## src/gamepad_deadzone_and_edge_conditioner_macros.svh

```systemverilog
// Assertion macros for the gamepad conditioner.
// Included by the top level; no other dependencies.
`ifndef GAMEPAD_DEADZONE_AND_EDGE_CONDITIONER_MACROS_SVH
`define GAMEPAD_DEADZONE_AND_EDGE_CONDITIONER_MACROS_SVH
`ifndef SYNTH
`define GDZ_ASSERT_NOW(label, clk, rst_n, ante, cons) \
    label: assert property (@(posedge clk) disable iff (!rst_n) (ante) |-> (cons)) \
        else $error("assertion failed");
`define GDZ_ASSERT_NEXT(label, clk, rst_n, ante, cons) \
    label: assert property (@(posedge clk) disable iff (!rst_n) (ante) |=> (cons)) \
        else $error("assertion failed");
`else
`define GDZ_ASSERT_NOW(label, clk, rst_n, ante, cons)
`define GDZ_ASSERT_NEXT(label, clk, rst_n, ante, cons)
`endif
`endif

```

## src/gdz_pkg.sv

```systemverilog
// Shared types and constants for the gamepad conditioner.
// No dependencies.
package gdz_pkg;

    localparam logic [2:0] CFG_LEFT_INNER  = 3'd0;
    localparam logic [2:0] CFG_LEFT_OUTER  = 3'd1;
    localparam logic [2:0] CFG_RIGHT_INNER = 3'd2;
    localparam logic [2:0] CFG_RIGHT_OUTER = 3'd3;
    localparam logic [2:0] CFG_LEFT_THR    = 3'd4;
    localparam logic [2:0] CFG_RIGHT_THR   = 3'd5;
    localparam logic [2:0] CFG_LEFT_FLIP   = 3'd6;
    localparam logic [2:0] CFG_RIGHT_FLIP  = 3'd7;

    localparam logic [15:0] LEFT_ACTIVE_MASK  = 16'h0040;
    localparam logic [15:0] RIGHT_ACTIVE_MASK = 16'h0080;

    typedef enum logic [1:0] {
        ST_IDLE,
        ST_RUN,
        ST_MERGE
    } top_state_t;

    typedef enum logic [3:0] {
        L_IDLE,
        L_SQUARE,
        L_TEST,
        L_ROOT,
        L_QINIT,
        L_QDIV,
        L_MUL,
        L_PREP,
        L_SCALE,
        L_FIN
    } lane_state_t;

    typedef struct packed {
        logic load;
        logic present;
    } merge_ctrl_t;

endpackage

```

## src/gdz_stick_lane.sv

```systemverilog
// Stick lane: clamp, flip, radial deadzone with iterative root and dividers.
// Depends on gdz_pkg.
module gdz_stick_lane #(
    parameter int FRACTION_BITS = 15
) (
    input  logic               clk,
    input  logic               rst_n,
    input  logic               start,
    input  logic signed [15:0] x_in,
    input  logic signed [15:0] y_in,
    input  logic               flip,
    input  logic [14:0]        inner,
    input  logic [14:0]        outer,
    output logic               busy,
    output logic signed [15:0] x_out,
    output logic signed [15:0] y_out
);
    import gdz_pkg::*;

    localparam int Q_W  = FRACTION_BITS + 1;
    localparam int P_W  = 15 + Q_W;
    localparam int N_W  = P_W + 17;
    localparam int D_W  = FRACTION_BITS + 17;
    localparam int QC_W = $clog2(FRACTION_BITS + 1);

    function automatic logic [14:0] abs_clamp(input logic signed [15:0] v);
        logic [15:0] neg;
        begin
            neg = 16'(-v);
            if (!v[15])
                abs_clamp = v[14:0];
            else if (v == -16'sd32768)
                abs_clamp = 15'h7FFF;
            else
                abs_clamp = neg[14:0];
        end
    endfunction

    lane_state_t      state_reg;
    logic [14:0]      ax_reg, ay_reg;
    logic             xneg_reg, yneg_reg;
    logic [29:0]      sx_reg, sy_reg, isq_reg;
    logic [47:0]      rad_reg, root_reg, bit_reg;
    logic [23:0]      qrem_reg;
    logic [22:0]      qdiv_reg;
    logic [Q_W-1:0]   q_reg;
    logic [QC_W-1:0]  qcnt_reg;
    logic [P_W-1:0]   px_reg, py_reg;
    logic [N_W-1:0]   nx_reg, ny_reg;
    logic [D_W-1:0]   d_reg;
    logic [3:0]       scnt_reg;
    logic             satx_reg, saty_reg;
    logic [14:0]      vx_reg, vy_reg;
    logic signed [15:0] x_out_reg, y_out_reg;

    logic [30:0]        ssum;
    logic [47:0]        trial;
    logic [23:0]        mag;
    logic signed [16:0] rem;
    logic [22:0]        dq, base;
    logic [23:0]        num;
    logic [24:0]        r2;
    logic [N_W-1:0]     dsh, dsat;
    logic [15:0]        vx_fin, vy_fin;

    assign ssum  = 31'(sx_reg) + 31'(sy_reg);
    assign trial = root_reg + bit_reg;
    assign mag   = root_reg[23:0];
    assign rem   = 17'sd32767 - $signed({2'b00, outer}) - $signed({2'b00, inner});
    assign dq    = {rem[14:0], 8'd0};
    assign base  = {inner, 8'd0};
    assign num   = (mag > 24'(base)) ? (mag - 24'(base)) : 24'd0;
    assign r2    = {qrem_reg, 1'b0};
    assign dsh   = N_W'(d_reg) << scnt_reg;
    assign dsat  = N_W'(d_reg) << 15;
    assign vx_fin = satx_reg ? 16'h7FFF : {1'b0, vx_reg};
    assign vy_fin = saty_reg ? 16'h7FFF : {1'b0, vy_reg};

    always_ff @(posedge clk or negedge rst_n)
    begin
        if (!rst_n)
        begin
            state_reg <= L_IDLE;
            x_out_reg <= 16'sd0;
            y_out_reg <= 16'sd0;
        end
        else
        begin
            case (state_reg)
                L_IDLE:
                begin
                    if (start)
                        state_reg <= L_SQUARE;
                end
                L_SQUARE:
                    state_reg <= L_TEST;
                L_TEST:
                begin
                    if (ssum <= 31'(isq_reg))
                    begin
                        x_out_reg <= 16'sd0;
                        y_out_reg <= 16'sd0;
                        state_reg <= L_IDLE;
                    end
                    else
                        state_reg <= L_ROOT;
                end
                L_ROOT:
                begin
                    if (bit_reg == 48'd1)
                        state_reg <= L_QINIT;
                end
                L_QINIT:
                begin
                    if (rem <= 17'sd0 || num >= 24'(dq))
                        state_reg <= L_MUL;
                    else
                        state_reg <= L_QDIV;
                end
                L_QDIV:
                begin
                    if (qcnt_reg == QC_W'(1))
                        state_reg <= L_MUL;
                end
                L_MUL:
                    state_reg <= L_PREP;
                L_PREP:
                    state_reg <= L_SCALE;
                L_SCALE:
                begin
                    if (scnt_reg == 4'd0)
                        state_reg <= L_FIN;
                end
                L_FIN:
                begin
                    x_out_reg <= xneg_reg ? -$signed(vx_fin) : $signed(vx_fin);
                    y_out_reg <= yneg_reg ? -$signed(vy_fin) : $signed(vy_fin);
                    state_reg <= L_IDLE;
                end
                default:
                    state_reg <= L_IDLE;
            endcase
        end
    end

    // datapath
    always_ff @(posedge clk)
    begin
        case (state_reg)
            L_IDLE:
            begin
                ax_reg   <= abs_clamp(x_in);
                ay_reg   <= abs_clamp(y_in);
                xneg_reg <= x_in[15];
                yneg_reg <= y_in[15] ^ flip;
            end
            L_SQUARE:
            begin
                sx_reg  <= ax_reg * ax_reg;
                sy_reg  <= ay_reg * ay_reg;
                isq_reg <= inner * inner;
            end
            L_TEST:
            begin
                rad_reg  <= 48'(ssum) << 16;
                root_reg <= 48'd0;
                bit_reg  <= 48'd1 << 46;
            end
            L_ROOT:
            begin
                if (rad_reg >= trial)
                begin
                    rad_reg  <= rad_reg - trial;
                    root_reg <= (root_reg >> 1) + bit_reg;
                end
                else
                    root_reg <= root_reg >> 1;
                bit_reg <= bit_reg >> 2;
            end
            L_QINIT:
            begin
                // quotient is one when no range is left or the ratio reaches one
                q_reg    <= (rem <= 17'sd0 || num >= 24'(dq))
                            ? (Q_W'(1) << FRACTION_BITS) : '0;
                qrem_reg <= num;
                qdiv_reg <= dq;
                qcnt_reg <= QC_W'(FRACTION_BITS);
            end
            L_QDIV:
            begin
                if (r2 >= 25'(qdiv_reg))
                begin
                    qrem_reg <= 24'(r2 - 25'(qdiv_reg));
                    q_reg    <= {q_reg[Q_W-2:0], 1'b1};
                end
                else
                begin
                    qrem_reg <= r2[23:0];
                    q_reg    <= {q_reg[Q_W-2:0], 1'b0};
                end
                qcnt_reg <= qcnt_reg - QC_W'(1);
            end
            L_MUL:
            begin
                px_reg <= ax_reg * q_reg;
                py_reg <= ay_reg * q_reg;
            end
            L_PREP:
            begin
                // (a*q*32767*2 + mag*2^(FB-8)) / (mag*2^(FB-7)), rounded half up
                nx_reg <= ((N_W'(px_reg) << 16) - (N_W'(px_reg) << 1))
                          + (N_W'(mag) << (FRACTION_BITS - 8));
                ny_reg <= ((N_W'(py_reg) << 16) - (N_W'(py_reg) << 1))
                          + (N_W'(mag) << (FRACTION_BITS - 8));
                d_reg    <= D_W'(mag) << (FRACTION_BITS - 7);
                scnt_reg <= 4'd15;
            end
            L_SCALE:
            begin
                if (scnt_reg == 4'd15)
                begin
                    satx_reg <= (nx_reg >= dsat);
                    saty_reg <= (ny_reg >= dsat);
                    vx_reg   <= 15'd0;
                    vy_reg   <= 15'd0;
                end
                else
                begin
                    if (nx_reg >= dsh)
                    begin
                        nx_reg <= nx_reg - dsh;
                        vx_reg[scnt_reg] <= 1'b1;
                    end
                    if (ny_reg >= dsh)
                    begin
                        ny_reg <= ny_reg - dsh;
                        vy_reg[scnt_reg] <= 1'b1;
                    end
                end
                scnt_reg <= scnt_reg - 4'd1;
            end
            default:
            begin
            end
        endcase
    end

    assign busy  = (state_reg != L_IDLE);
    assign x_out = x_out_reg;
    assign y_out = y_out_reg;
endmodule

```

## config.mk

```make
export PLATFORM = sky130hd
export DESIGN_NAME = gdz_stick_lane
export DESIGN_NICKNAME = d
export VERILOG_FILES = /design/src/gamepad_deadzone_and_edge_conditioner_macros.svh /design/src/gdz_pkg.sv /design/src/gdz_stick_lane.sv
export SDC_FILE = /design/constraint.sdc
export NUM_CORES = 2
export LEC_CHECK = 0
export ABC_AREA = 0
export BUFFER_PORTS_ARGS = -buffer_cell sky130_fd_sc_hd__buf_4
export CORE_MARGIN = 4
export CORE_UTILIZATION = 25
export DETAILED_ROUTE_END_ITERATION = 10
export GPL_ROUTABILITY_DRIVEN = 0
export PLACE_DENSITY_LB_ADDON = 0.1
export RECOVER_POWER = 50
export SLEW_MARGIN = 0
export SYNTH_ARGS = -nofsm -noshare
export SYNTH_HDL_FRONTEND = slang
export SYNTH_SLANG_ARGS = --single-unit
```

## constraint.sdc

```tcl
create_clock -name clk -period 9.85 [get_ports clk]
set_input_delay 1.97 -clock clk [delete_from_list [all_inputs] [get_ports clk]]
set_output_delay 1.97 -clock clk [all_outputs]
set_load 0.005 [all_outputs]
```

==> flow_summary_export.csv <==
group,metric,value,unit
sta,fmax,0.121,GHz
floorplan,die_h,563,microns
synthesis,syn_area,76900,sq um
worst_setup_path,required,10.27,ns
placement,dp_hpwl,206,mm
sta,finalHoldViolCount,0,
layout,most-common-layout-cells,"inv_1, ha_1, nand2_1",
global_route,gr-total-overflow,0,
synthesis,yosysWarnings,0,
route,drt_iter0_drc,3125,
hold_path,holdPathStages,1,
sta,worst_pin_slew,5.23,ns
sta,final.min_clock_period,8.28,ns
clocking,cts.sinks,550,
worst_setup_path,timing_worst_setup_path_type,"flop to flop",
clocking,hold_buffers,0,
clocking,numCtsBuffers,79,
layout,drive_gt1_frac,0.0504,
route,post_drt_via_cell_ratio,4.62,
floorplan,pin_count,99,
synthesis,synth_ff_type,"edfxtp_1",
hold_path,hold_path.class,"flop to flop",
route,ant_nets,0,
outcome,violations,"capacitance limit, slew limit",
global_route,grt_pass1_wl,391,mm
synthesis,syn_inst,8402,
clocking,clock_path_buffers,3,
worst_setup_path,cp_max_fo,32,
sta,fin_setup_tns,0,ns
outcome,outcome,"finished, violations left",
route,route.detailed.drc,0,
worst_setup_path,crit_path_start_kind,"flop",
layout,nets,10200,
floorplan,die_x,563,microns
layout,syn_to_final_growth,10.7,%
layout,final_common_cell,"inv_1",
synthesis,syn_avg_cell_area,9.15,sq um
layout,fillers,32700,
layout,layout.cells.non_filler,12600,
layout,multi_input_area,54200,sq um
global_route,first_global_vias,61000,
global_route,antenna_found_initial,8,
route,drt_wl_total,255,mm
synthesis,synth_nets,10200,
synthesis,ys_seq_elements,550,
sta,post-route-period-util,0.840,
sta,setup_viol,0,
synthesis,ys_async_sr_fraction,0.0655,
clocking,tritoncts,"yes",
floorplan,start_util,0.251,
route,dr.pass1.iters,6,
clocking,post-cts-setup-buffers,0,
run,max_cap_viol_count,17,
synthesis,yosysSeqAreaShare,0.212,
clocking,root_buffer,"clkbuf_16",
sta,clock_skew,0.0553,ns
worst_setup_path,crit_path_end_kind,"flop",
clocking,clock_latency,0.74,ns
global_route,grt_util_all_layers,0.161,
worst_setup_path,worstPathArrival,8.70,ns
synthesis,synth_edf_count,514,
floorplan,row_count,203,
placement,port_buffers,98,
layout,final_cell_area,85100,sq um
sta,whs,0.502,ns
placement,placed_cell_area,82600,sq um
route,wl_per_cell,20.3,microns
floorplan,dieArea,316000,sq um
sta,drv_slew,752,
sta,maxSlewHeadroom,-2.49,
sta,rsz0062_at_grt,"no",
global_route,grt_max_degree,74,
placement,placedCellCount,12400,
route,vias,58100,
layout,regArea,16300,sq um
worst_setup_path,r2r_cells,25,
clocking,ctsResizeCount,0,
floorplan,core,306000,sq um
clocking,htreeDepth,3,
clocking,clk_pin_slew_worst_paths,0.06,ns
synthesis,ys_types,103,
-- path summary, 6_finish.rpt --
check,slack (ns),end,startpoint
worst max-delay path,1.57,sy_reg[26],ay_reg[0]
worst min-delay path,0.50,y_out[13],y_out[13]
worst max register to register,1.57,sy_reg[26],ay_reg[0]
worst min register to register,0.50,y_out[13],y_out[13]
max in group asynchronous,6.84,y_out[1],rst_n
min in group asynchronous,1.83,x_out[13],rst_n
-- synth_stat cells, drive strengths merged, types with 59 or more instances --
library cell / n / area share
inv: 1388 / 0.068
ha: 922 / 0.15
nand2: 867 / 0.042
fa: 800 / 0.21
edfxtp: 514 / 0.20
nor2: 467 / 0.023
a21oi: 432 / 0.028
and2: 394 / 0.032
o21ai: 353 / 0.023
xnor2: 295 / 0.034
clkbuf: 258 / 0.013
xor2: 220 / 0.025
a21o: 197 / 0.019
nand3: 87 / 0.0057
nor3: 87 / 0.0057
nor2b: 81 / 0.0066
a31oi: 79 / 0.0071
o21bai: 70 / 0.0068
nand4: 66 / 0.0054
o21a: 64 / 0.0062
a211oi: 61 / 0.0076
and3: 59 / 0.0048
-- critical path, cell delays in order, from the launching register on --
cell and delay, ns:
edfxtp_1 0.32, clkbuf_1 1.43, and2_1 0.40, fa_1 0.19, inv_1 0.05, fa_1 0.53
inv_1 0.05, fa_1 0.50, inv_1 0.06, fa_1 0.52, inv_1 0.05, fa_1 0.47
inv_1 0.05, fa_1 0.48, inv_1 0.05, ha_1 0.31, inv_1 0.08, nor2_1 0.06
a2111oi_0 0.66, o31ai_1 0.19, o21a_1 0.27, a221oi_1 0.35, a21oi_1 0.21, a21o_1 0.21
a21oi_1 0.16, xnor2_1 0.30
-- cell type report --
cell class / count / area share
clock inverters: 58 / 0.00847
repair buffers: 210 / 0.0166
well taps: 4100 / 0.0603
multi-input cells: 6181 / 0.637
inverters: 1391 / 0.0614
diodes: 7 / 0.000206
flip-flops and latches: 550 / 0.192
clock buffers: 87 / 0.0236
-- cells by family (layout without fill, tap and decap cells) --
group | Yosys count | after routing | synth area share
and+or+nand+nor | 2334 | 2334 | 0.146
adders and majority gates | 1722 | 1722 | 0.358
buffers and inverters | 1671 | 1746 | 0.0826
AOI/OAI and AO/OA | 1546 | 1546 | 0.131
DFF | 550 | 550 | 0.212
xor gates and xnor gates | 515 | 515 | 0.0587
muxes | 64 | 64 | 0.0109
other | 0 | 7 | 0
-- routing by layer --
metal,global-route usage,share of wire,vias up
met2,0.263,0.46,845
met4,0.0327,0.021,2
li1,-,-,28000
met5,0,0.000051,-
met1,0.230,0.49,29000
met3,0.0142,0.030,192
-- per-stage QoR --
stage,setup WS [ns],utilization
floorplan,1.53,-
global placement,1.19,0.270
detailed placement,1.17,0.270
CTS,1.91,0.279
global route,1.05,0.278
finish,1.57,0.278
Power is not shown: default switching activity piles up to over one toggle a cycle in this logic, so the estimate is an artifact.
