### config.mk
export PLATFORM = sky130hd
export DESIGN_NAME = gdz_trig_lane
export DESIGN_NICKNAME = d
export VERILOG_FILES = /design/src/gamepad_deadzone_and_edge_conditioner_macros.svh /design/src/gdz_trig_lane.v.sv
export SDC_FILE = /design/constraint.sdc
export NUM_CORES = 1
export LEC_CHECK = 0
export BUFFER_PORTS_ARGS = -buffer_cell sky130_fd_sc_hd__buf_4
export CORE_MARGIN = 4
export CORE_UTILIZATION = 51
export DETAILED_ROUTE_END_ITERATION = 6
export PLACE_DENSITY = 0.77
export SKIP_LAST_GASP = 1
export SYNTH_ARGS = -nofsm -noshare
export SYNTH_HDL_FRONTEND = slang
export SYNTH_SLANG_ARGS = --single-unit
### constraint.sdc
create_clock -name clk -period 4.7 [get_ports clk]
set_input_delay 0.705 -clock clk [delete_from_list [all_inputs] [get_ports clk]]
set_output_delay 0.705 -clock clk [all_outputs]
set_load 0.01 [all_outputs]
### src/gamepad_deadzone_and_edge_conditioner_macros.svh
// Assertion macros for the gamepad conditioner.
// Included by the top level; no other dependencies.
`ifndef GAMEPAD_DEADZONE_AND_EDGE_CONDITIONER_MACROS_SVH
`define GAMEPAD_DEADZONE_AND_EDGE_CONDITIONER_MACROS_SVH
`ifndef SYNTH
`define GDZ_ASSERT_NOW(label, clk, rst_n, ante, cons) \
    label: assert property (@(posedge clk) disable iff (!rst_n) (ante) |-> (cons)) \
        else $error("assertion failed");
`define GDZ_ASSERT_NEXT(label, clk, rst_n, ante, cons) \
    label: assert property (@(posedge clk) disable iff (!rst_n) (ante) |=> (cons)) \
        else $error("assertion failed");
`else
`define GDZ_ASSERT_NOW(label, clk, rst_n, ante, cons)
`define GDZ_ASSERT_NEXT(label, clk, rst_n, ante, cons)
`endif
`endif

### src/gdz_trig_lane.v.sv
// Trigger lane: threshold and rescale to Q0.15 with a bit-serial divider.
// No package dependencies.
module gdz_trig_lane (
    input  logic        clk,
    input  logic        rst_n,
    input  logic        start,
    input  logic [7:0]  raw,
    input  logic [7:0]  thr,
    output logic        busy,
    output logic [14:0] level
);
    logic        busy_reg;
    logic [3:0]  cnt_reg;
    logic [22:0] num_reg;
    logic [7:0]  den_reg;
    logic [14:0] q_reg;
    logic [7:0]  diff;
    logic [7:0]  den;
    logic [22:0] num0;
    logic [22:0] dsh;

    assign diff = raw - thr;
    assign den  = 8'd255 - thr;
    // (diff * 32767) + den/2
    assign num0 = ({diff, 15'd0} - 23'(diff)) + 23'(den >> 1);
    assign dsh  = 23'(den_reg) << cnt_reg;

    always_ff @(posedge clk or negedge rst_n)
    begin
        if (!rst_n)
        begin
            busy_reg <= 1'b0;
            cnt_reg  <= 4'd0;
            q_reg    <= 15'd0;
        end
        else if (start)
        begin
            q_reg    <= 15'd0;
            cnt_reg  <= 4'd14;
            busy_reg <= (raw > thr);
        end
        else if (busy_reg)
        begin
            if (num_reg >= dsh)
            begin
                q_reg[cnt_reg] <= 1'b1;
            end
            if (cnt_reg == 4'd0)
            begin
                busy_reg <= 1'b0;
            end
            else
            begin
                cnt_reg <= cnt_reg - 4'd1;
            end
        end
    end

    always_ff @(posedge clk)
    begin
        if (start)
        begin
            num_reg <= num0;
            den_reg <= den;
        end
        else if (busy_reg && num_reg >= dsh)
        begin
            num_reg <= num_reg - dsh;
        end
    end

    assign busy  = busy_reg;
    assign level = q_reg;
endmodule

==> results.md, run 1 <==
- Root Driver: clkbuf_8
- Crit-path max FO: 23
- N_diodes: 0
- TNS Setup: 0 ps
- Cell count after synthesis: 500
- Worst EP required: 4690 ps
- Fin Clk Skew: around 13 ps
- Post-route cell area: ~5000 µm²
- Crit start category: flop
- Area of the multi-input gates: around 2900 µm²
- 1st-iter DRT viols: ~390
- Die Area: around 10000 µm²
- R2r setup slk: about 570 ps
- WP data arrival: a little over 4000 ps
- Met1 wire length: 4810 µm
- Syn avg cell area: roughly 9.0 µm²
- Worst Tran Pin Value: between 900 and 1000 ps
- WL/cell: around 18 µm
- Initial antenna violation count: 0
- Fmax achieved: approximately 240 MHz
- Max Slew Vio Count: 0
- Leakage: between 2 and 2.5 nW
- Register area: 1430 µm²
- CTS tree: done
- Initial Utilization: between 50% and 60%
- Synth Warn #: 0
- Number of synthesized flops with an enable pin: 31
- H-tree Lvls: 2
- IO Pins: 35
- CTS max path bufs: 2
- Worst-Skew Late Latency: around 320 ps
- Unique masters post-synth: 60
- Top Layer Used: met4
- Mapped Nets: between 500 and 600
- Area grow syn2layout: 9.79%
- Sequential share of the synthesized area: 31.7%
- Period Utilization, post-route: 87.8%
- Worst-path clk slew: 100 ps
- CTS buffer count: 5
- Met2 wire length: between 5000 and 6000 µm
- Chip Width: between 100 and 150 µm
- Cell Area, Synth: about 4500 µm²
- Biggest area consumer among synthesized cells: edfxtp_1
- Worst r2r src: cnt_reg[0]
- Async S/R FF share, synth: about two fifths
- Remaining Overflow, GRT: 0
- Largest net degree at the start of global routing: between 60 and 70
- Slew headroom: about a third
- Maximum VDD drop: between 0.00015 and 0.0002 V
- Routed vias: 3921
- Share of layout cells above drive strength 1: 13.0%
- Setup ws final: approximately 570 ps
- Placed Area: 4850 µm²
- Fin crit period: around 4100 ps
- Most common cell in the netlist: nand2_1
- WL final: around 11000 µm
- Routed vias/inst: just over 6
- Yosys top cell area share: approximately a fifth
- Post-route ant nets: 0
- Filler Cell Count: about 800
- Row count: 34
- Post-CTS Repair Setup Buffers: 0
- Wire length on met3: 742 µm
- Hold_ws: ~240 ps
- TritonCTS Sinks: 51
- Post-synth top cells: nand2_1 (45), ha_1 (42), nor2_1 (39)
- Post-Place Setup Slack: about 400 ps
- DR pass1 iterations: 5
- Placeable Area: 8680 µm²
- Status: completed
- Die H: roughly 100 µm
- Post-CTS resize count: 0
- HPWL Detailed: 8520 µm
- Min-Delay Path Class: input port to async pin
- Power Density: 506 nW/µm²
- Finish-stage setup viols: 0
- CP Class: flop to flop
- FF-to-FF path depth: 12
- IO Port Bufs: 34
- Max reg flops: 23
- Routability congestion estimate: 1.03
- DRC Markers: 0
- First-pass GRT wire length: 18400 µm
- Worst reg2reg path endpoint: num_reg[18]
- Hold buffers post-CTS: 0
- Vias in the first global route: ~3.8k
- Kind of end point of the critical path: flop
- Top FF cell, synth: edfxtp_1
- Final hold violations: 0
- RSZ-0062 raised after global routing: false
- Final layout net count: 587
- Synth Register Bits: 51
- All-Layer GR Usage: between 20% and 30%
- Max-Cap Viols: 0
- Largest cells by area after synthesis: edfxtp_1 (21%), ha_1 (12%), dfrtp_1 (11%)
-- worst max-delay path: stages (launching register included) --
cell and delay (ps):
dfrtp_1 730, mux4_2 620, mux2_2 300, a22oi_1 360, ha_1 310, a211oi_1 110
and3_1 180, a21o_1 200, o21ai_2 170, a21boi_0 150, o21a_1 240, nor2_2 100
buf_4 310
-- cell usage in the layout (no fill, tap or decap), types with 16 or more instances in the layout --
master    Yosys  final
a21oi_1      37     37
dfrtp_1      20     20
xnor2_1      16     16
ha_1         42     42
buf_4         0     37
o21ai_0      29     29
nor2_1       39     38
nand2_1      45     45
edfxtp_1     31     31
inv_1        27     27
-- stage by stage --
step	utilization (%)	power, W	cells
final	57.1	0.00251	632
after global routing	57.1	0.00271	632
after CTS	57.1	0.00249	632
after detailed placement	55.8	0.00217	624
after global placement	55.8	0.00214	624
after floorplan	-	0.00184	500
-- worst max path at each step --
stage | slack, ps | end | depth (start not counted) | startpoint
after detailed placement | 400 | num_reg[15] | 16 | thr[2]
after global placement | 500 | num_reg[15] | 16 | thr[2]
after global routing | 290 | num_reg[18] | 14 | cnt_reg[0]
after CTS | 580 | num_reg[5] | 14 | cnt_reg[0]
after floorplan | 100 | num_reg[0] | 15 | cnt_reg[1]
final | 570 | num_reg[18] | 12 | cnt_reg[0]
-- power breakdown --
part	switching, W	internal [W]
combinational	0.000877	0.000621
clock	0.000161	0.000140
sequential	0.0000664	0.000640
total	0.00110	0.00140
-- layout make-up --
cell class,instances,share of cell area [%]
repair buffers,37,5.61
clock inverters,1,0.177
inverters,27,2.05
clock buffers,7,1.97
flip-flops and latches,51,28.9
multi-input cells,401,58.6
well taps,108,2.73
-- logic make-up (layout without fill, tap and decap cells) --
group / count (synthesis) / in the layout / share of synthesized area (%)
muxes: 16 / 16 / 4.22
buffers and inverters: 48 / 72 / 4.02
and+or+nand+nor: 162 / 162 / 17.8
adders and majority gates: 47 / 47 / 13.5
xor gates and xnor gates: 32 / 32 / 6.80
AOI/OAI and AO/OA: 144 / 144 / 21.9
DFF: 51 / 51 / 31.7
-- per-layer routing --
layer / global-route usage, % / up-vias
met5: 0 / -
met4: 9.89 / 0
met3: 3.96 / 31
met2: 35.6 / 169
met1: 30.2 / 1835
li1: - / 1886
(Power assumes the default switching activity.)
==> inputs of run 2 (changes only) <==
--- a/config.mk
+++ b/config.mk
@@ -5,11 +5,12 @@
 export SDC_FILE = /design/constraint.sdc
 export NUM_CORES = 1
 export LEC_CHECK = 0
-export BUFFER_PORTS_ARGS = -buffer_cell sky130_fd_sc_hd__buf_4
+export BUFFER_PORTS_ARGS = -buffer_cell sky130_fd_sc_hd__buf_2
 export CORE_MARGIN = 4
 export CORE_UTILIZATION = 51
+export CTS_BUF_LIST = sky130_fd_sc_hd__clkbuf_4
 export DETAILED_ROUTE_END_ITERATION = 6
-export PLACE_DENSITY = 0.77
+export PLACE_DENSITY = 0.74
 export SKIP_LAST_GASP = 1
 export SYNTH_ARGS = -nofsm -noshare
 export SYNTH_HDL_FRONTEND = slang
==> constraint.sdc (replaced) <==
create_clock -name clk -period 3.9 [get_ports clk]
set_input_delay 0.585 -clock clk [delete_from_list [all_inputs] [get_ports clk]]
set_output_delay 0.585 -clock clk [all_outputs]
set_load 0.01 [all_outputs]
==> run 2 against run 1 <==
- register-to-register slack lost 450 ps
- via count up 6.2%
- combinational power grew 43%
- count of clock-buffer cells in the layout shrank 2
- sequential share of layout area is 1.8 points lower
- critical endpoint is now num_reg[0]
- largest cell class unchanged
- hold slack worse by 140 ps
- non-clock buffer count up 55
==> results.md, run 2 (synthesis results as in run 1) <==
- Root Driver: clkbuf_4 (was clkbuf_8)
- Worst EP required: 3960 ps (was 4690 ps)
- Row count: 34 (unchanged)
- CP Capture Point: num_reg[0] (was num_reg[18])
- Power Density: 617 nW/µm² (was 506 nW/µm²)
- Largest net degree at the start of global routing: 37 (was 62)
- CP Cell Sequence: buf_4 -> mux4_2 -> mux2i_1 -> or2_2 -> ha_1 -> nand3_1 -> o21bai_1 -> a21o_1 -> a21o_1 -> o21ai_2 -> a21boi_0 -> o21a_1 -> nor2_4 (was mux4_2 -> mux2_2 -> a22oi_1 -> ha_1 -> a211oi_1 -> and3_1 -> a21o_1 -> o21ai_2 -> a21boi_0 -> o21a_1 -> nor2_2 -> buf_4)
- Placeable Area: 8680 µm² (unchanged)
- TNS Setup: 0 ps (unchanged)
- Post-Place Setup Slack: 28.0 ps (was 405 ps)
- Routed vias/inst: 6.04 (was 6.20)
- 1st-iter DRT viols: 242 (was 385)
- Routability congestion estimate: 0.914 (was 1.03)
- Slew headroom: 37.9% (was 33.6%)
- Worst-Skew Late Latency: 390 ps (was 320 ps)
- Remaining Overflow, GRT: 0 (unchanged)
- Finish-stage setup viols: 0 (unchanged)
- Worst Tran Pin Value: 931 ps (was 995 ps)
- DRC Markers: 0 (unchanged)
- Max Slew Vio Count: 0 (unchanged)
- DR pass1 iterations: 5 (unchanged)
- Post-route ant nets: 0 (unchanged)
- CTS buffer count: 5 (unchanged)
- Vias in the first global route: 4057 (was 3754)
- Routed vias: 4165 (was 3921)
- Placed Area: 5140 µm² (was 4850 µm²)
- Period Utilization, post-route: 96.8% (was 87.8%)
- IO Pins: 35 (unchanged)
- FF-to-FF path depth: 13 (was 12)
- Max-Cap Viols: 0 (unchanged)
- Fin Clk Skew: 20.9 ps (was 13.0 ps)
- Min-Delay Path Class: input port to async pin (unchanged)
- TritonCTS Sinks: 51 (unchanged)
- R2r setup slk: 130 ps (was 570 ps)
- Leakage: 2.35 nW (was 2.11 nW)
- H-tree Lvls: 2 (unchanged)
- Initial antenna violation count: 1 (was 0)
- Status: completed (unchanged)
- First-pass GRT wire length: 20000 µm (was 18400 µm)
- Hold buffers post-CTS: 0 (unchanged)
- Kind of end point of the critical path: flop (unchanged)
- CP max-delay cell: dfrtp_2 (was dfrtp_1)
- RSZ-0062 raised after global routing: true (was false)
- Initial Utilization: 52.0% (unchanged)
- Share of layout cells above drive strength 1: 23.3% (was 13.0%)
- Worst-path clk slew: 170 ps (was 100 ps)
- Post-route cell area: 5290 µm² (was 4950 µm²)
- Filler Cell Count: 762 (was 795)
- WL final: 12200 µm (was 11100 µm)
- Fin crit period: 3770 ps (was 4130 ps)
- Die H: 102 µm (unchanged)
- Max reg flops: 23 (unchanged)
- CP startpoint: cnt_reg[0] (unchanged)
- Fmax achieved: 265 MHz (was 242 MHz)
- Crit-path max FO: 11 (was 23)
- Crit-path max cell delay: 470 ps (was 730 ps)
- Area grow syn2layout: 17.3% (was 9.79%)
- HPWL Detailed: 9460 µm (was 8520 µm)
- WL/cell: 17.6 µm (about the same)
- Worst r2r src: cnt_reg[0] (unchanged)
- WP data arrival: 3840 ps (was 4120 ps)
- IO Port Bufs: 34 (unchanged)
- Most frequent cells in the layout: buf_4 (57), nand2_1 (45), ha_1 (42) (was nand2_1 (45), ha_1 (42), nor2_1 (38))
- Setup ws final: 126 ps (was 572 ps)
- Die Area: 10400 µm² (unchanged)
- CTS tree: done (unchanged)
- Crit-path most repeated cell: a21o_1
- Maximum VDD drop: 0.000220 V (was 0.000196 V)
- CP Class: flop to flop (unchanged)
- Worst reg2reg path endpoint: num_reg[0] (was num_reg[18])
- Final layout net count: 643 (was 587)
- Final hold violations: 0 (unchanged)
- Commonest non-fill, non-tap cell in the layout: buf_4 (was nand2_1)
- All-Layer GR Usage: 24.4% (was 22.4%)
- CTS max path bufs: 2 (unchanged)
- Chip Width: 102 µm (unchanged)
- Crit start category: flop (unchanged)
## run 2: critical path: cells and delay by family, from the launching register on
family,cells,cell delay [ps]
flip-flops,1,470
AO/OA/AOI/OAI,6,1230
AND/OR/NAND/NOR,3,830
multiplexers,2,430
buffers and inverters,1,140
adder cells (fa/ha/maj),1,320
## run 2: report_power, final
group	internal, W	total, W	switching (W)
Combinational	0.000966	0.00215	0.00118
Sequential	0.000772	0.000845	0.0000724
Clock	0.0000749	0.000271	0.000196
## run 2: metal layers
metal	track usage, %	vias to the layer above	routed length (µm)
li1	-	2004	-
met1	32.3	1998	5350
met2	40.7	135	5820
met3	3.14	28	551
met4	9.59	0	427
met5	0	-	0
## run 2: worst min path at each step
stage                    from          to  slack [ps]
CTS                     rst_n  cnt_reg[3]         100
global route            rst_n    level[5]         100
detailed placement   level[5]    level[5]         470
floorplan               rst_n        busy         290
finish                  rst_n    level[5]         100
global placement    level[11]   level[11]         470
## run 2: repair_timing
action                     in CTS  in global routing
buffers inserted                0                  5
gates resized for setup         0                 11
setup endpoints to repair       0                 33
## run 2: area by class of cell
class / instances / area [µm²] / share of cell area (%)
inverter: 27 / 101 / 1.92
multi-input combinational: 402 / 2950 / 55.8
antenna: 1 / 2.50 / 0.0473
tap: 108 / 135 / 2.55
clock buffer: 5 / 37.5 / 0.710
timing repair buffer: 92 / 603 / 11.4
sequential: 51 / 1430 / 27.1
clock inverter: 3 / 22.5 / 0.426
## run 2: per-stage QoR
stage / utilization [%] / instances / hold slack (ps) / total power, W
2_1_floorplan: - / 500 / 289 / 0.00222
3_3_place_gp: 59.2 / 674 / 465 / 0.00283
3_5_place_dp: 59.2 / 674 / 469 / 0.00288
4_1_cts: 59.9 / 682 / 102 / 0.00317
5_1_grt: 61.0 / 689 / 102 / 0.00354
6_report: 61.0 / 689 / 99.6 / 0.00326
