==> config.mk <==
export PLATFORM = sky130hd
export DESIGN_NAME = gdz_merge_flat
export DESIGN_NICKNAME = d
export VERILOG_FILES = /design/src/gamepad_deadzone_and_edge_conditioner_macros.svh /design/src/gdz_pkg.sv /design/src/gdz_ifs.sv /design/src/gdz_merge.sv /design/src/flat_wrapper.sv
export SDC_FILE = /design/constraint.sdc
export NUM_CORES = 1
export LEC_CHECK = 0
export ABC_AREA = 1
export BUFFER_PORTS_ARGS = -buffer_cell sky130_fd_sc_hd__buf_2
export CAP_MARGIN = 15
export CORE_MARGIN = 5
export CORE_UTILIZATION = 45
export DETAILED_ROUTE_END_ITERATION = 8
export GPL_TIMING_DRIVEN = 0
export PLACE_DENSITY_LB_ADDON = 0.08
export SLEW_MARGIN = 15
export SYNTH_ARGS = -nofsm -noshare
export SYNTH_HDL_FRONTEND = slang
export SYNTH_SLANG_ARGS = --single-unit
==> constraint.sdc <==
create_clock -name clk -period 0.8 [get_ports clk]
set_input_delay 0.16 -clock clk [delete_from_list [all_inputs] [get_ports clk]]
set_output_delay 0.16 -clock clk [all_outputs]
set_load 0.05 [all_outputs]
==> src/gamepad_deadzone_and_edge_conditioner_macros.svh <==
// Assertion macros for the gamepad conditioner.
// Included by the top level; no other dependencies.
`ifndef GAMEPAD_DEADZONE_AND_EDGE_CONDITIONER_MACROS_SVH
`define GAMEPAD_DEADZONE_AND_EDGE_CONDITIONER_MACROS_SVH
`ifndef SYNTH
`define GDZ_ASSERT_NOW(label, clk, rst_n, ante, cons) \
    label: assert property (@(posedge clk) disable iff (!rst_n) (ante) |-> (cons)) \
        else $error("assertion failed");
`define GDZ_ASSERT_NEXT(label, clk, rst_n, ante, cons) \
    label: assert property (@(posedge clk) disable iff (!rst_n) (ante) |=> (cons)) \
        else $error("assertion failed");
`else
`define GDZ_ASSERT_NOW(label, clk, rst_n, ante, cons)
`define GDZ_ASSERT_NEXT(label, clk, rst_n, ante, cons)
`endif
`endif

==> src/gdz_pkg.sv <==
// Shared types and constants for the gamepad conditioner.
// No dependencies.
package gdz_pkg;

    localparam logic [2:0] CFG_LEFT_INNER  = 3'd0;
    localparam logic [2:0] CFG_LEFT_OUTER  = 3'd1;
    localparam logic [2:0] CFG_RIGHT_INNER = 3'd2;
    localparam logic [2:0] CFG_RIGHT_OUTER = 3'd3;
    localparam logic [2:0] CFG_LEFT_THR    = 3'd4;
    localparam logic [2:0] CFG_RIGHT_THR   = 3'd5;
    localparam logic [2:0] CFG_LEFT_FLIP   = 3'd6;
    localparam logic [2:0] CFG_RIGHT_FLIP  = 3'd7;

    localparam logic [15:0] LEFT_ACTIVE_MASK  = 16'h0040;
    localparam logic [15:0] RIGHT_ACTIVE_MASK = 16'h0080;

    typedef enum logic [1:0] {
        ST_IDLE,
        ST_RUN,
        ST_MERGE
    } top_state_t;

    typedef enum logic [3:0] {
        L_IDLE,
        L_SQUARE,
        L_TEST,
        L_ROOT,
        L_QINIT,
        L_QDIV,
        L_MUL,
        L_PREP,
        L_SCALE,
        L_FIN
    } lane_state_t;

    typedef struct packed {
        logic load;
        logic present;
    } merge_ctrl_t;

endpackage

==> src/gdz_ifs.sv <==


interface gdz_result_if;
    logic               valid;
    logic               ready;
    logic               connected;
    logic [15:0]        held_buttons;
    logic [15:0]        pressed_buttons;
    logic [15:0]        released_buttons;
    logic [14:0]        left_trigger_out;
    logic [14:0]        right_trigger_out;
    logic signed [15:0] left_x_out;
    logic signed [15:0] left_y_out;
    logic signed [15:0] right_x_out;
    logic signed [15:0] right_y_out;

    modport source (output valid, connected, held_buttons, pressed_buttons,
                    released_buttons, left_trigger_out, right_trigger_out,
                    left_x_out, left_y_out, right_x_out, right_y_out,
                    input ready);
    modport sink (input valid, connected, held_buttons, pressed_buttons,
                  released_buttons, left_trigger_out, right_trigger_out,
                  left_x_out, left_y_out, right_x_out, right_y_out,
                  output ready);
endinterface

==> src/gdz_merge.sv <==
// Merge stage: combines lane results, button edges, holds the result register.
// Depends on gdz_pkg and gdz_result_if.
module gdz_merge (
    input  logic                clk,
    input  logic                rst_n,
    input  gdz_pkg::merge_ctrl_t ctrl,
    input  logic [15:0]         buttons,
    input  logic [14:0]         trig_l,
    input  logic [14:0]         trig_r,
    input  logic signed [15:0]  lx,
    input  logic signed [15:0]  ly,
    input  logic signed [15:0]  rx,
    input  logic signed [15:0]  ry,
    output logic                free,
    gdz_result_if.source        result
);
    import gdz_pkg::*;

    logic               valid_reg, conn_reg;
    logic [15:0]        held_reg, pressed_reg, released_reg;
    logic [14:0]        tl_reg, tr_reg;
    logic signed [15:0] lx_reg, ly_reg, rx_reg, ry_reg;
    logic [15:0]        cur;

    assign cur = buttons
               | ((lx != 16'sd0 || ly != 16'sd0) ? LEFT_ACTIVE_MASK : 16'd0)
               | ((rx != 16'sd0 || ry != 16'sd0) ? RIGHT_ACTIVE_MASK : 16'd0);
    assign free = !valid_reg || result.ready;

    always_ff @(posedge clk or negedge rst_n)
    begin
        if (!rst_n)
        begin
            valid_reg    <= 1'b0;
            conn_reg     <= 1'b0;
            held_reg     <= 16'd0;
            pressed_reg  <= 16'd0;
            released_reg <= 16'd0;
            tl_reg       <= 15'd0;
            tr_reg       <= 15'd0;
            lx_reg       <= 16'sd0;
            ly_reg       <= 16'sd0;
            rx_reg       <= 16'sd0;
            ry_reg       <= 16'sd0;
        end
        else if (ctrl.load)
        begin
            valid_reg <= 1'b1;
            conn_reg  <= ctrl.present;
            if (ctrl.present)
            begin
                held_reg     <= cur;
                pressed_reg  <= cur & ~held_reg;
                released_reg <= ~cur & held_reg;
                tl_reg       <= trig_l;
                tr_reg       <= trig_r;
                lx_reg       <= lx;
                ly_reg       <= ly;
                rx_reg       <= rx;
                ry_reg       <= ry;
            end
        end
        else if (result.ready)
        begin
            valid_reg <= 1'b0;
        end
    end

    assign result.valid             = valid_reg;
    assign result.connected         = conn_reg;
    assign result.held_buttons      = held_reg;
    assign result.pressed_buttons   = pressed_reg;
    assign result.released_buttons  = released_reg;
    assign result.left_trigger_out  = tl_reg;
    assign result.right_trigger_out = tr_reg;
    assign result.left_x_out        = lx_reg;
    assign result.left_y_out        = ly_reg;
    assign result.right_x_out       = rx_reg;
    assign result.right_y_out       = ry_reg;
endmodule

==> src/flat_wrapper.sv <==
// flat-port wrapper written by rule: the top's interface ports become plain ports
module gdz_merge_flat import gdz_pkg::*;
  (clk, rst_n, ctrl, buttons, trig_l, trig_r, lx, ly, rx, ry, free, result_valid, result_connected, result_held_buttons, result_pressed_buttons, result_released_buttons, result_left_trigger_out, result_right_trigger_out, result_left_x_out, result_left_y_out, result_right_x_out, result_right_y_out, result_ready);
  gdz_result_if result_i ();
  input  logic clk;
  input  logic rst_n;
  input  gdz_pkg::merge_ctrl_t ctrl;
  input  logic [15:0] buttons;
  input  logic [14:0] trig_l;
  input  logic [14:0] trig_r;
  input  logic signed [15:0] lx;
  input  logic signed [15:0] ly;
  input  logic signed [15:0] rx;
  input  logic signed [15:0] ry;
  output logic free;
  output wire logic [$bits(result_i.valid)-1:0] result_valid;
  output wire logic [$bits(result_i.connected)-1:0] result_connected;
  output wire logic [$bits(result_i.held_buttons)-1:0] result_held_buttons;
  output wire logic [$bits(result_i.pressed_buttons)-1:0] result_pressed_buttons;
  output wire logic [$bits(result_i.released_buttons)-1:0] result_released_buttons;
  output wire logic [$bits(result_i.left_trigger_out)-1:0] result_left_trigger_out;
  output wire logic [$bits(result_i.right_trigger_out)-1:0] result_right_trigger_out;
  output wire logic [$bits(result_i.left_x_out)-1:0] result_left_x_out;
  output wire logic [$bits(result_i.left_y_out)-1:0] result_left_y_out;
  output wire logic [$bits(result_i.right_x_out)-1:0] result_right_x_out;
  output wire logic [$bits(result_i.right_y_out)-1:0] result_right_y_out;
  input wire logic [$bits(result_i.ready)-1:0] result_ready;
  assign result_valid = result_i.valid;
  assign result_connected = result_i.connected;
  assign result_held_buttons = result_i.held_buttons;
  assign result_pressed_buttons = result_i.pressed_buttons;
  assign result_released_buttons = result_i.released_buttons;
  assign result_left_trigger_out = result_i.left_trigger_out;
  assign result_right_trigger_out = result_i.right_trigger_out;
  assign result_left_x_out = result_i.left_x_out;
  assign result_left_y_out = result_i.left_y_out;
  assign result_right_x_out = result_i.right_x_out;
  assign result_right_y_out = result_i.right_y_out;
  assign result_i.ready = result_ready;
  gdz_merge u_core (.clk(clk), .rst_n(rst_n), .ctrl(ctrl), .buttons(buttons), .trig_l(trig_l), .trig_r(trig_r), .lx(lx), .ly(ly), .rx(rx), .ry(ry), .free(free), .result(result_i));
endmodule
==> results of run 1 <==
path summary, 6_finish.rpt:
path                                                            from                                        endpoint  slack, ps  depth (start not counted)
setup / recovery                     u_core.result.valid$_DFFE_PN0P_                                            free       -430                          2
setup reg to reg           u_core.result.held_buttons[5]$_DFFE_PN0P_   u_core.result.released_buttons[5]$_DFFE_PN0P_       -100                          4
hold reg to reg            u_core.result.held_buttons[9]$_DFFE_PN0P_    u_core.result.pressed_buttons[9]$_DFFE_PN0P_        490                          1
hold / removal                                                 rst_n         u_core.result.left_y_out[3]$_DFFE_PN0P_       -340                          1
min in group clk                                               rx[9]        u_core.result.right_x_out[9]$_DFFE_PN0P_         10                          3
max in group asynchronous                                      rst_n  u_core.result.left_trigger_out[11]$_DFFE_PN0P_        350                          2
kinds of logic (layout without fill, tap and decap cells):
| kind of cell | count (synthesis) | count (layout) |
|---|---|---|
| AO/OA/AOI/OAI | 79 | 79 |
| buffers and inverters | 81 | 493 |
| other | 0 | 1 |
| AND/OR/NAND/NOR | 323 | 323 |
| flip-flops | 144 | 144 |
per-layer routing:
metal / share of wire, % / wire length (um) / track usage (%)
met4: 4.6 / 992 / 14.6
met1: 37 / 7920 / 31.0
met3: 8.3 / 1780 / 9.54
met5: 0 / 0 / 0
met2: 50 / 10800 / 48.2
final cells by class:
type / instances / area [um2] / area share, %
well taps: 172 / 215 / 2.07
flip-flops and latches: 144 / 3780 / 36.4
plain buffers: 29 / 184 / 1.77
clock buffers: 26 / 509 / 4.90
clock inverters: 5 / 100 / 0.963
diodes: 1 / 2.50 / 0.0241
repair buffers: 381 / 3500 / 33.7
multi-input cells: 402 / 1880 / 18.1
inverters: 52 / 223 / 2.14
power by group through the flow:
stage	sequential (mW)	clock [mW]	combinational, mW
floorplan	12.2	0	1.08
global placement	8.96	0	6.12
detailed placement	8.98	0	6.22
CTS	9.07	8.25	8.02
global route	9.25	8.62	8.97
finish	9.15	8.21	8.55
Yosys cell counts (all sizes together):
| library cell | n | area share [%] |
|---|---|---|
| clkbuf | 2 | 0.15 |
| nor2 | 26 | 1.7 |
| o31ai | 14 | 2.7 |
| nand4 | 4 | 0.44 |
| o21ai | 65 | 5.7 |
| buf | 27 | 3.0 |
| inv | 52 | 3.4 |
| dfrtp | 144 | 63 |
| nand3b | 1 | 0.13 |
| nand3 | 9 | 0.79 |
| nand2 | 283 | 19 |
cells in the final DEF, fill, tap and decap left out, drive strengths merged:
master / n
buf: 321
bufinv: 3
clkbuf: 30
clkinv: 2
dfrtp: 144
diode: 1
dlygate4sd3: 85
inv: 52
nand2: 283
nand3: 9
nand3b: 1
nand4: 4
nor2: 26
o21ai: 65
o31ai: 14
metrics by stage:
stage | instances | hold slack (ps) | setup TNS, ps | setup WS (ps) | power, mW
after floorplan | 627 | -136 | -986 | -84.3 | 13.3
after global placement | 1058 | 355 | -421760 | -2680 | 15.1
after detailed placement | 1059 | 121 | -50880 | -388 | 15.2
after CTS | 1200 | -334 | -52980 | -432 | 25.3
after global routing | 1212 | -315 | -56210 | -457 | 26.8
final | 1212 | -338 | -51190 | -426 | 25.9
repair_timing:
item | CTS | global route
gates resized for setup | 310 | 88
endpoints found under the hold margin | 163 | 59
pin swaps | 0 | 9
setup endpoints to repair | 145 | 196
buffers inserted | 25 | 15
worst reg2reg max path: stages (launching register included):
cell and delay, ps:
dfrtp_2 390, buf_6 100, buf_6 90, inv_4 30, o31ai_2 190
==> impl_metrics.py, run 1 <==
metrics = {
    "status": {
        "run_status": "finished, violations left",
        "failed_checks": "negative hold slack, negative setup slack",
    },
    "power_and_ir_drop": {
        "switching_share_pct": 34.6,
        "clockPowerShare_pct": 31.7,
        "power_frac_comb_pct": 33.0,
        "irDropWorstVdd_uv": 1840,
        "pwr-share-seq_pct": 35.3,
        "leakage_nw": 5.17,
        "power_density_nw_per_um2": 2490,
        "p_sw_mw": 8.97,
        "internal-power_mw": 16.9,
    },
    "global_routing": {
        "grtUsageTotal_pct": 28.1,
        "grt_pass1_wl_mm": 32.0,
        "antenna_found_initial": 1,
        "grt_max_degree": 86,
        "grt_pass1_vias": 6418,
        "overflow": 0,
    },
    "worst_setup_path": {
        "cp.required_ps": 640,
        "cp-start-kind": "register",
        "cp_top_family": "flip-flops",
        "crit_buf_inv": 1,
        "crit_chain": "nand2_4 -> buf_8",
        "worst_path_max_delay_cell": "dfrtp_2",
        "critPathArrivalTime_ps": 1070,
        "criticalPathCategory": "register to output port",
        "end_kind": "output port",
        "cpPeakStageDelay_ps": 420,
        "worstPathMaxFanout": 2,
    },
    "synthesis": {
        "avgSynthCellArea_um2": 9.09,
        "netlist_area_um2": 5700,
        "ys_ff_latch": 144,
        "synth_cell_type_count": 18,
        "synth_top_family_by_area": "simple AND/OR/NAND/NOR gates",
        "synth-xor-area-share_pct": 0,
        "postSynthCellCount": 627,
        "syn-num-nets": 742,
        "synth_compound_area_share_pct": 8.43,
        "synth_seq_area_share_pct": 63.2,
        "synth_fa_ha_area_share_pct": 0,
        "muxShareOfSynthArea_pct": 0,
        "yosys.area_share.simple_pct": 21.8,
        "yosys_warnings": 0,
    },
    "clocking": {
        "clkTransAtPathRegs_ps": 60,
        "cts_tree": "yes",
        "htree_num_levels": 4,
        "cts-root-buf": "clkbuf_16",
        "clock_latency_ps": 420,
        "clock_path_buffers": 2,
        "cts_hold_buf": 85,
        "cts.sinks": 144,
        "cts_inserted_buffers": 17,
    },
    "route": {
        "post-route-drc-count": 0,
        "drt_pre_antenna_iters": 7,
        "drt_iter0_drc": 429,
        "final_antenna_net_count": 0,
        "wl_per_cell_um": 17.7,
        "via_count": 6021,
        "avgViaCountPerCell": 4.97,
        "wl_mm": 21.5,
    },
    "die": {
        "die_y_um": 123,
        "initial_utilization_pct": 45.5,
        "ioPinCount": 260,
        "dieWidth_um": 123,
        "core_area_um2": 12500,
        "die-area_um2": 15000,
        "rows": 41,
    },
    "hold_path": {
        "hp-class": "input port to async pin",
    },
    "timing": {
        "finalHoldViolCount": 59,
        "whs_ps": -338,
        "finClkSkew_ps": 6.16,
        "fmax_ghz": 0.816,
        "post-route-period-util_pct": 153,
        "slew_viol_final": 0,
        "setup_slack_ps": -426,
        "finalCriticalPeriod_ps": 1230,
        "setup_viol": 157,
        "worst_pin_slew_ps": 465,
        "slew_headroom_pct": 69.0,
        "rsz0062_at_grt": "true",
    },
    "placement": {
        "place_area_um2": 7430,
        "gp_congestion": 0.799,
        "io_buffers": 259,
        "dpl.hpwl_mm": 12.7,
    },
    "job": {
        "drv_cap": 0,
    },
    "layout": {
        "postLayoutCoreUtil_pct": 83.0,
        "layout-drive-gt1-share_pct": 53.2,
        "final_area_um2": 10400,
        "fillers": 698,
        "area_growth_pct": 82.4,
        "finish.net_count": 1142,
    },
}
No activity file was read; power rests on OpenSTA's default activity.
==> run 2: changes to the inputs <==
- PLACE_DENSITY: not set -> 0.84
- PLACE_DENSITY_LB_ADDON: 0.08 -> not set
==> run 2 against run 1 <==
The run still ends with negative hold slack, negative setup slack left. Global-route usage up 1.5 points. Critical path depth unchanged. Combinational power up 1%. Critical path type unchanged. Final cell count down 0.50%. Highest routed layer unchanged. Final area down 0.70%. Total power up 0.47%. Worst setup slack better by 3.8 ps. Clock-buffer cell count up 3.
==> impl_metrics.py, run 2 (synthesized netlist as in run 1, its figures left out) <==
metrics = {
    "status": {
        "run_status": "finished, violations left",
        "failed_checks": "negative hold slack, negative setup slack",
    },
    "power_and_ir_drop": {
        "leakage_nw": 5.13,
        "p_total_mw": 26.0,
        "power_density_nw_per_um2": 2520,
        "irDropWorstVdd_uv": 1670,
    },
    "worst_setup_path": {
        "r2r_slack_ps": -60,
        "cp-start-kind": "register",
        "crit_buf_inv": 1,
        "worst_path_max_delay_cell": "dfrtp_2",
        "worst_r2r_endpoint": "u_core.result.released_buttons[8]$_DFFE_PN0P_",
        "cp.required_ps": 640,
        "worstPathMaxFanout": 2,
        "cpPeakStageDelay_ps": 430,
        "criticalPathCategory": "register to output port",
        "cp_top_family": "flip-flops",
        "reg2regPathDepth": 3,
        "r2r_start": "u_core.result.held_buttons[8]$_DFFE_PN0P_",
        "end_kind": "output port",
        "critPathArrivalTime_ps": 1060,
        "crit_chain": "nand2_4 -> buf_8",
    },
    "layout": {
        "final_area_um2": 10300,
        "mostFrequentLayoutCell": "nand2_1",
        "finish.net_count": 1133,
        "area_growth_pct": 81.1,
        "postLayoutCoreUtil_pct": 82.5,
        "multi_input_area_um2": 1900,
        "fillers": 603,
        "register_area_um2": 3780,
        "layout-drive-gt1-share_pct": 53.9,
        "mostFrequentLayoutCells": "nand2_1 (268), buf_6 (147), dfrtp_2 (140)",
    },
    "timing": {
        "finalHoldViolCount": 67,
        "post-route-period-util_pct": 153,
        "fmax_ghz": 0.818,
        "slew_viol_final": 0,
        "finClkSkew_ps": 4.59,
        "finalCriticalPeriod_ps": 1220,
        "slew_headroom_pct": 65.1,
        "whs_ps": -325,
        "rsz0062_at_grt": "true",
        "setup_viol": 164,
        "worst_pin_slew_ps": 523,
        "setup_slack_ps": -422,
        "tns_ps": -50250,
    },
    "clocking": {
        "clock_path_buffers": 2,
        "htree_num_levels": 4,
        "cts_hold_buf": 76,
        "cts_inserted_buffers": 17,
        "cts-root-buf": "clkbuf_16",
        "clock_latency_ps": 410,
        "cts.sinks": 144,
        "clkTransAtPathRegs_ps": 60,
        "cts_tree": "yes",
    },
    "route": {
        "drt_iter0_drc": 603,
        "post-route-drc-count": 0,
        "avgViaCountPerCell": 5.22,
        "wl_per_cell_um": 19.8,
        "drt_pre_antenna_iters": 5,
        "final_antenna_net_count": 0,
        "wl_mm": 23.9,
        "via_count": 6294,
    },
    "die": {
        "rows": 41,
        "die_y_um": 123,
        "ioPinCount": 260,
        "dieWidth_um": 123,
        "initial_utilization_pct": 45.5,
        "core_area_um2": 12500,
        "die-area_um2": 15000,
    },
    "global_routing": {
        "grtUsageTotal_pct": 29.6,
        "antenna_found_initial": 2,
        "grt_max_degree": 78,
        "grt_pass1_vias": 6484,
        "overflow": 0,
        "grt_pass1_wl_mm": 33.7,
    },
    "placement": {
        "pre_cts_ws_ps": -386,
        "dpl.hpwl_mm": 12.7,
        "io_buffers": 259,
        "gp_congestion": 0.825,
        "place_area_um2": 7430,
    },
    "job": {
        "drv_cap": 0,
    },
    "hold_path": {
        "hp-class": "input port to async pin",
    },
}
run 2: area by class of cell:
type	count	area share, %
diodes	3	0.0727
inverters	52	2.25
multi-input cells	402	18.4
well taps	172	2.09
repair buffers	372	32.8
clock inverters	3	0.655
clock buffers	29	5.24
plain buffers	29	1.85
flip-flops and latches	144	36.6
run 2: worst register-to-register path, cell delays in order, from the launching register on:
cell     delay (ps)
dfrtp_2         380
buf_6           120
inv_4            40
o31ai_2         230
run 2: stage by stage:
step	std cells	hold slack [ps]
2_1_floorplan	627	-136
3_3_place_gp	1058	353
3_5_place_dp	1059	139
4_1_cts	1184	-305
5_1_grt	1205	-285
6_report	1206	-325
run 2: worst max-delay path by stage:
stage	slack, ps	cells past startpoint	from	to
finish	-420	2	u_core.result.valid$_DFFE_PN0P_	free
global route	-450	2	u_core.result.valid$_DFFE_PN0P_	free
CTS	-420	2	u_core.result.valid$_DFFE_PN0P_	free
detailed placement	-390	9	lx[9]	u_core.result.pressed_buttons[6]$_DFFE_PN0P_
global placement	-2680	1	rst_n	u_core.result.right_trigger_out[8]$_DFFE_PN0P_
floorplan	-80	2	u_core.result.valid$_DFFE_PN0P_	u_core.result.valid$_DFFE_PN0P_
run 2: timing repair:
action,CTS,global route
setup endpoints to repair,145,203
gates resized for setup,304,99
pin swaps,0,10
buffers inserted,17,21
hold endpoints to repair,145,67
run 2: metal layers:
| layer | share of wire, % | global-route usage [%] | up-vias |
|---|---|---|---|
| li1 | - | - | 2744 |
| met1 | 33 | 31.5 | 3080 |
| met2 | 53 | 52.9 | 359 |
| met3 | 7.2 | 6.77 | 111 |
| met4 | 6.9 | 18.8 | 0 |
| met5 | 0 | 0 | - |
run 2: power by group:
part	leakage, nW	internal [mW]	switching [mW]
registers	1.63	8.36	0.799
clock network	0.294	5.19	2.99
logic	3.20	3.23	5.45
==> run 3: changes to the inputs <==
- CORE_UTILIZATION: 45 -> 47
- PLACE_DENSITY: 0.84 -> 0.87
==> run 3 against run 2 <==
The flow still finishes with violations (negative hold slack, negative setup slack). Total power is 5.4% higher. Clock-buffer cell count shrank 7. Final cell count is the same. Combinational power rose by 5.8%. Final area rose by 3.3%. Routed wire length is 17% higher. Clock power increased by 10%. Largest cell class is now non-clock buffers. Highest routed layer unchanged.
==> impl_metrics.py, run 3 (synthesized netlist as in run 1, its figures left out) <==
metrics = {
    "global_routing": {
        "grtUsageMet1_pct": 35.6,
        "busiest_layer": "met2",
        "grt_pass1_vias": 6909,
        "overflow": 0,
        "met2_usage_pct": 60.9,
        "grt_max_degree": 75,
        "grtUsageMet3_pct": 8.72,
        "grtUsageTotal_pct": 34.1,
        "grt_pass1_wl_mm": 37.3,
        "antenna_found_initial": 2,
    },
    "clocking": {
        "cts_hold_buf": 89,
        "cts_inserted_buffers": 17,
        "clock_path_buffers": 2,
        "htree_num_levels": 4,
        "cts-root-buf": "clkbuf_16",
        "cts_tree": "yes",
        "clock_latency_ps": 430,
        "cts.sinks": 144,
        "clkTransAtPathRegs_ps": 60,
    },
    "layout": {
        "area_growth_pct": 87.0,
        "layout-drive-gt1-share_pct": 56.1,
        "fillers": 474,
        "finish.net_count": 1158,
        "mostFrequentLayoutCells": "nand2_1 (255), buf_6 (159), dfrtp_2 (140)",
        "postLayoutCoreUtil_pct": 89.1,
        "register_area_um2": 3780,
        "multi_input_area_um2": 1970,
        "mostFrequentLayoutCell": "nand2_1",
    },
    "status": {
        "run_status": "finished, violations left",
        "failed_checks": "negative hold slack, negative setup slack",
    },
    "die": {
        "core_area_um2": 12000,
        "rows": 40,
        "die_y_um": 120,
        "die-area_um2": 14400,
        "ioPinCount": 260,
        "dieWidth_um": 120,
        "initial_utilization_pct": 47.6,
    },
    "worst_setup_path": {
        "criticalPathCategory": "register to output port",
        "critPathArrivalTime_ps": 1100,
        "worst_path_max_delay_cell": "dfrtp_2",
        "worst_r2r_endpoint": "u_core.result.released_buttons[15]$_DFFE_PN0P_",
        "r2r_start": "u_core.result.held_buttons[15]$_DFFE_PN0P_",
        "cp.required_ps": 640,
        "reg2regPathDepth": 4,
        "cp-start-kind": "register",
        "r2r_slack_ps": -130,
        "cpPeakStageDelay_ps": 440,
        "crit_chain": "nand2_4 -> buf_8",
        "end_kind": "output port",
        "worstPathMaxFanout": 2,
    },
    "timing": {
        "slew_viol_final": 0,
        "rsz0062_at_grt": "true",
        "setup_slack_ps": -461,
        "finalCriticalPeriod_ps": 1260,
        "whs_ps": -310,
        "finClkSkew_ps": 6.71,
        "slew_headroom_pct": 63.3,
        "setup_viol": 180,
        "worst_pin_slew_ps": 551,
        "fmax_ghz": 0.793,
        "finalHoldViolCount": 70,
        "post-route-period-util_pct": 158,
        "tns_ps": -54650,
    },
    "power_and_ir_drop": {
        "power_density_nw_per_um2": 2570,
        "leakage_nw": 5.29,
        "p_total_mw": 27.4,
        "irDropWorstVdd_uv": 2490,
    },
    "route": {
        "drt_iter0_drc": 694,
        "avgViaCountPerCell": 5.61,
        "post-route-drc-count": 0,
        "drt_pre_antenna_iters": 5,
        "via_count": 6770,
        "final_antenna_net_count": 0,
        "wl_per_cell_um": 23.3,
        "wl_mm": 28.0,
    },
    "hold_path": {
        "hp-class": "input port to async pin",
    },
    "placement": {
        "io_buffers": 259,
        "dpl.hpwl_mm": 12.7,
        "gp_congestion": 0.814,
    },
    "job": {
        "drv_cap": 0,
    },
}
[run 3: cell types whose count changed in the layout (fill, tap and decap cells not counted), sizes merged]
cell,delta
bufinv,+3
clkbuf,-4
dlygate4sd3,+13
clkinv,+4
buf,+9
[run 3: through the flow]
step                      instance area (um2)  worst slack (ps)  hold WS (ps)  instances
after detailed placement                 7400              -388           148       1034
after CTS                               10000              -442          -311       1174
final                                   10700              -461          -310       1206
after floorplan                          5880             -84.3          -136        627
after global placement                   7360             -2660           353       1033
after global routing                    10700              -481          -281       1205
[run 3: power by group]
group,leakage (nW),switching (mW),internal (mW),total [mW]
Combinational,3.35,5.74,3.42,9.17
Clock,0.320,3.25,5.77,9.02
Sequential,1.63,0.874,8.36,9.24
Total,5.29,9.87,17.6,27.4
[run 3: critical path, delay by kind of cell (launching register included)]
| kind | cells | cell delay [ps] |
|---|---|---|
| buf+inv | 1 | 150 |
| simple gates | 1 | 90 |
| flops | 1 | 440 |
[run 3: cell type report]
type,instances,share of cell area (%)
flip-flops and latches,144,35.5
clock inverters,10,1.70
plain buffers,29,1.88
well taps,147,1.73
clock buffers,22,4.45
multi-input cells,402,18.5
diodes,3,0.0704
repair buffers,397,34.0
inverters,52,2.21
[run 3: worst max-delay path by stage]
stage | from | endpoint | slack, ps | cells past startpoint
2_1_floorplan | u_core.result.valid$_DFFE_PN0P_ | u_core.result.valid$_DFFE_PN0P_ | -80 | 2
3_3_place_gp | rst_n | u_core.result.right_trigger_out[13]$_DFFE_PN0P_ | -2660 | 1
3_5_place_dp | ly[15] | u_core.result.pressed_buttons[6]$_DFFE_PN0P_ | -390 | 7
4_1_cts | u_core.result.valid$_DFFE_PN0P_ | free | -440 | 2
5_1_grt | u_core.result.valid$_DFFE_PN0P_ | free | -480 | 2
6_report | u_core.result.valid$_DFFE_PN0P_ | free | -460 | 2
[run 3: repair_timing]
item                                    CTS  global route
endpoints found under the setup margin  145           205
setup buffers                            19            33
hold endpoints to repair                174            70
gates resized for setup                 306           128
cloned                                    0             0
pin swaps                                 0            14
[run 3: routing by layer]
layer / share of wire [%] / up-vias
met5: 0 / -
met4: 7.5 / 0
met3: 8.4 / 179
met2: 51 / 526
met1: 33 / 3285
li1: - / 2780
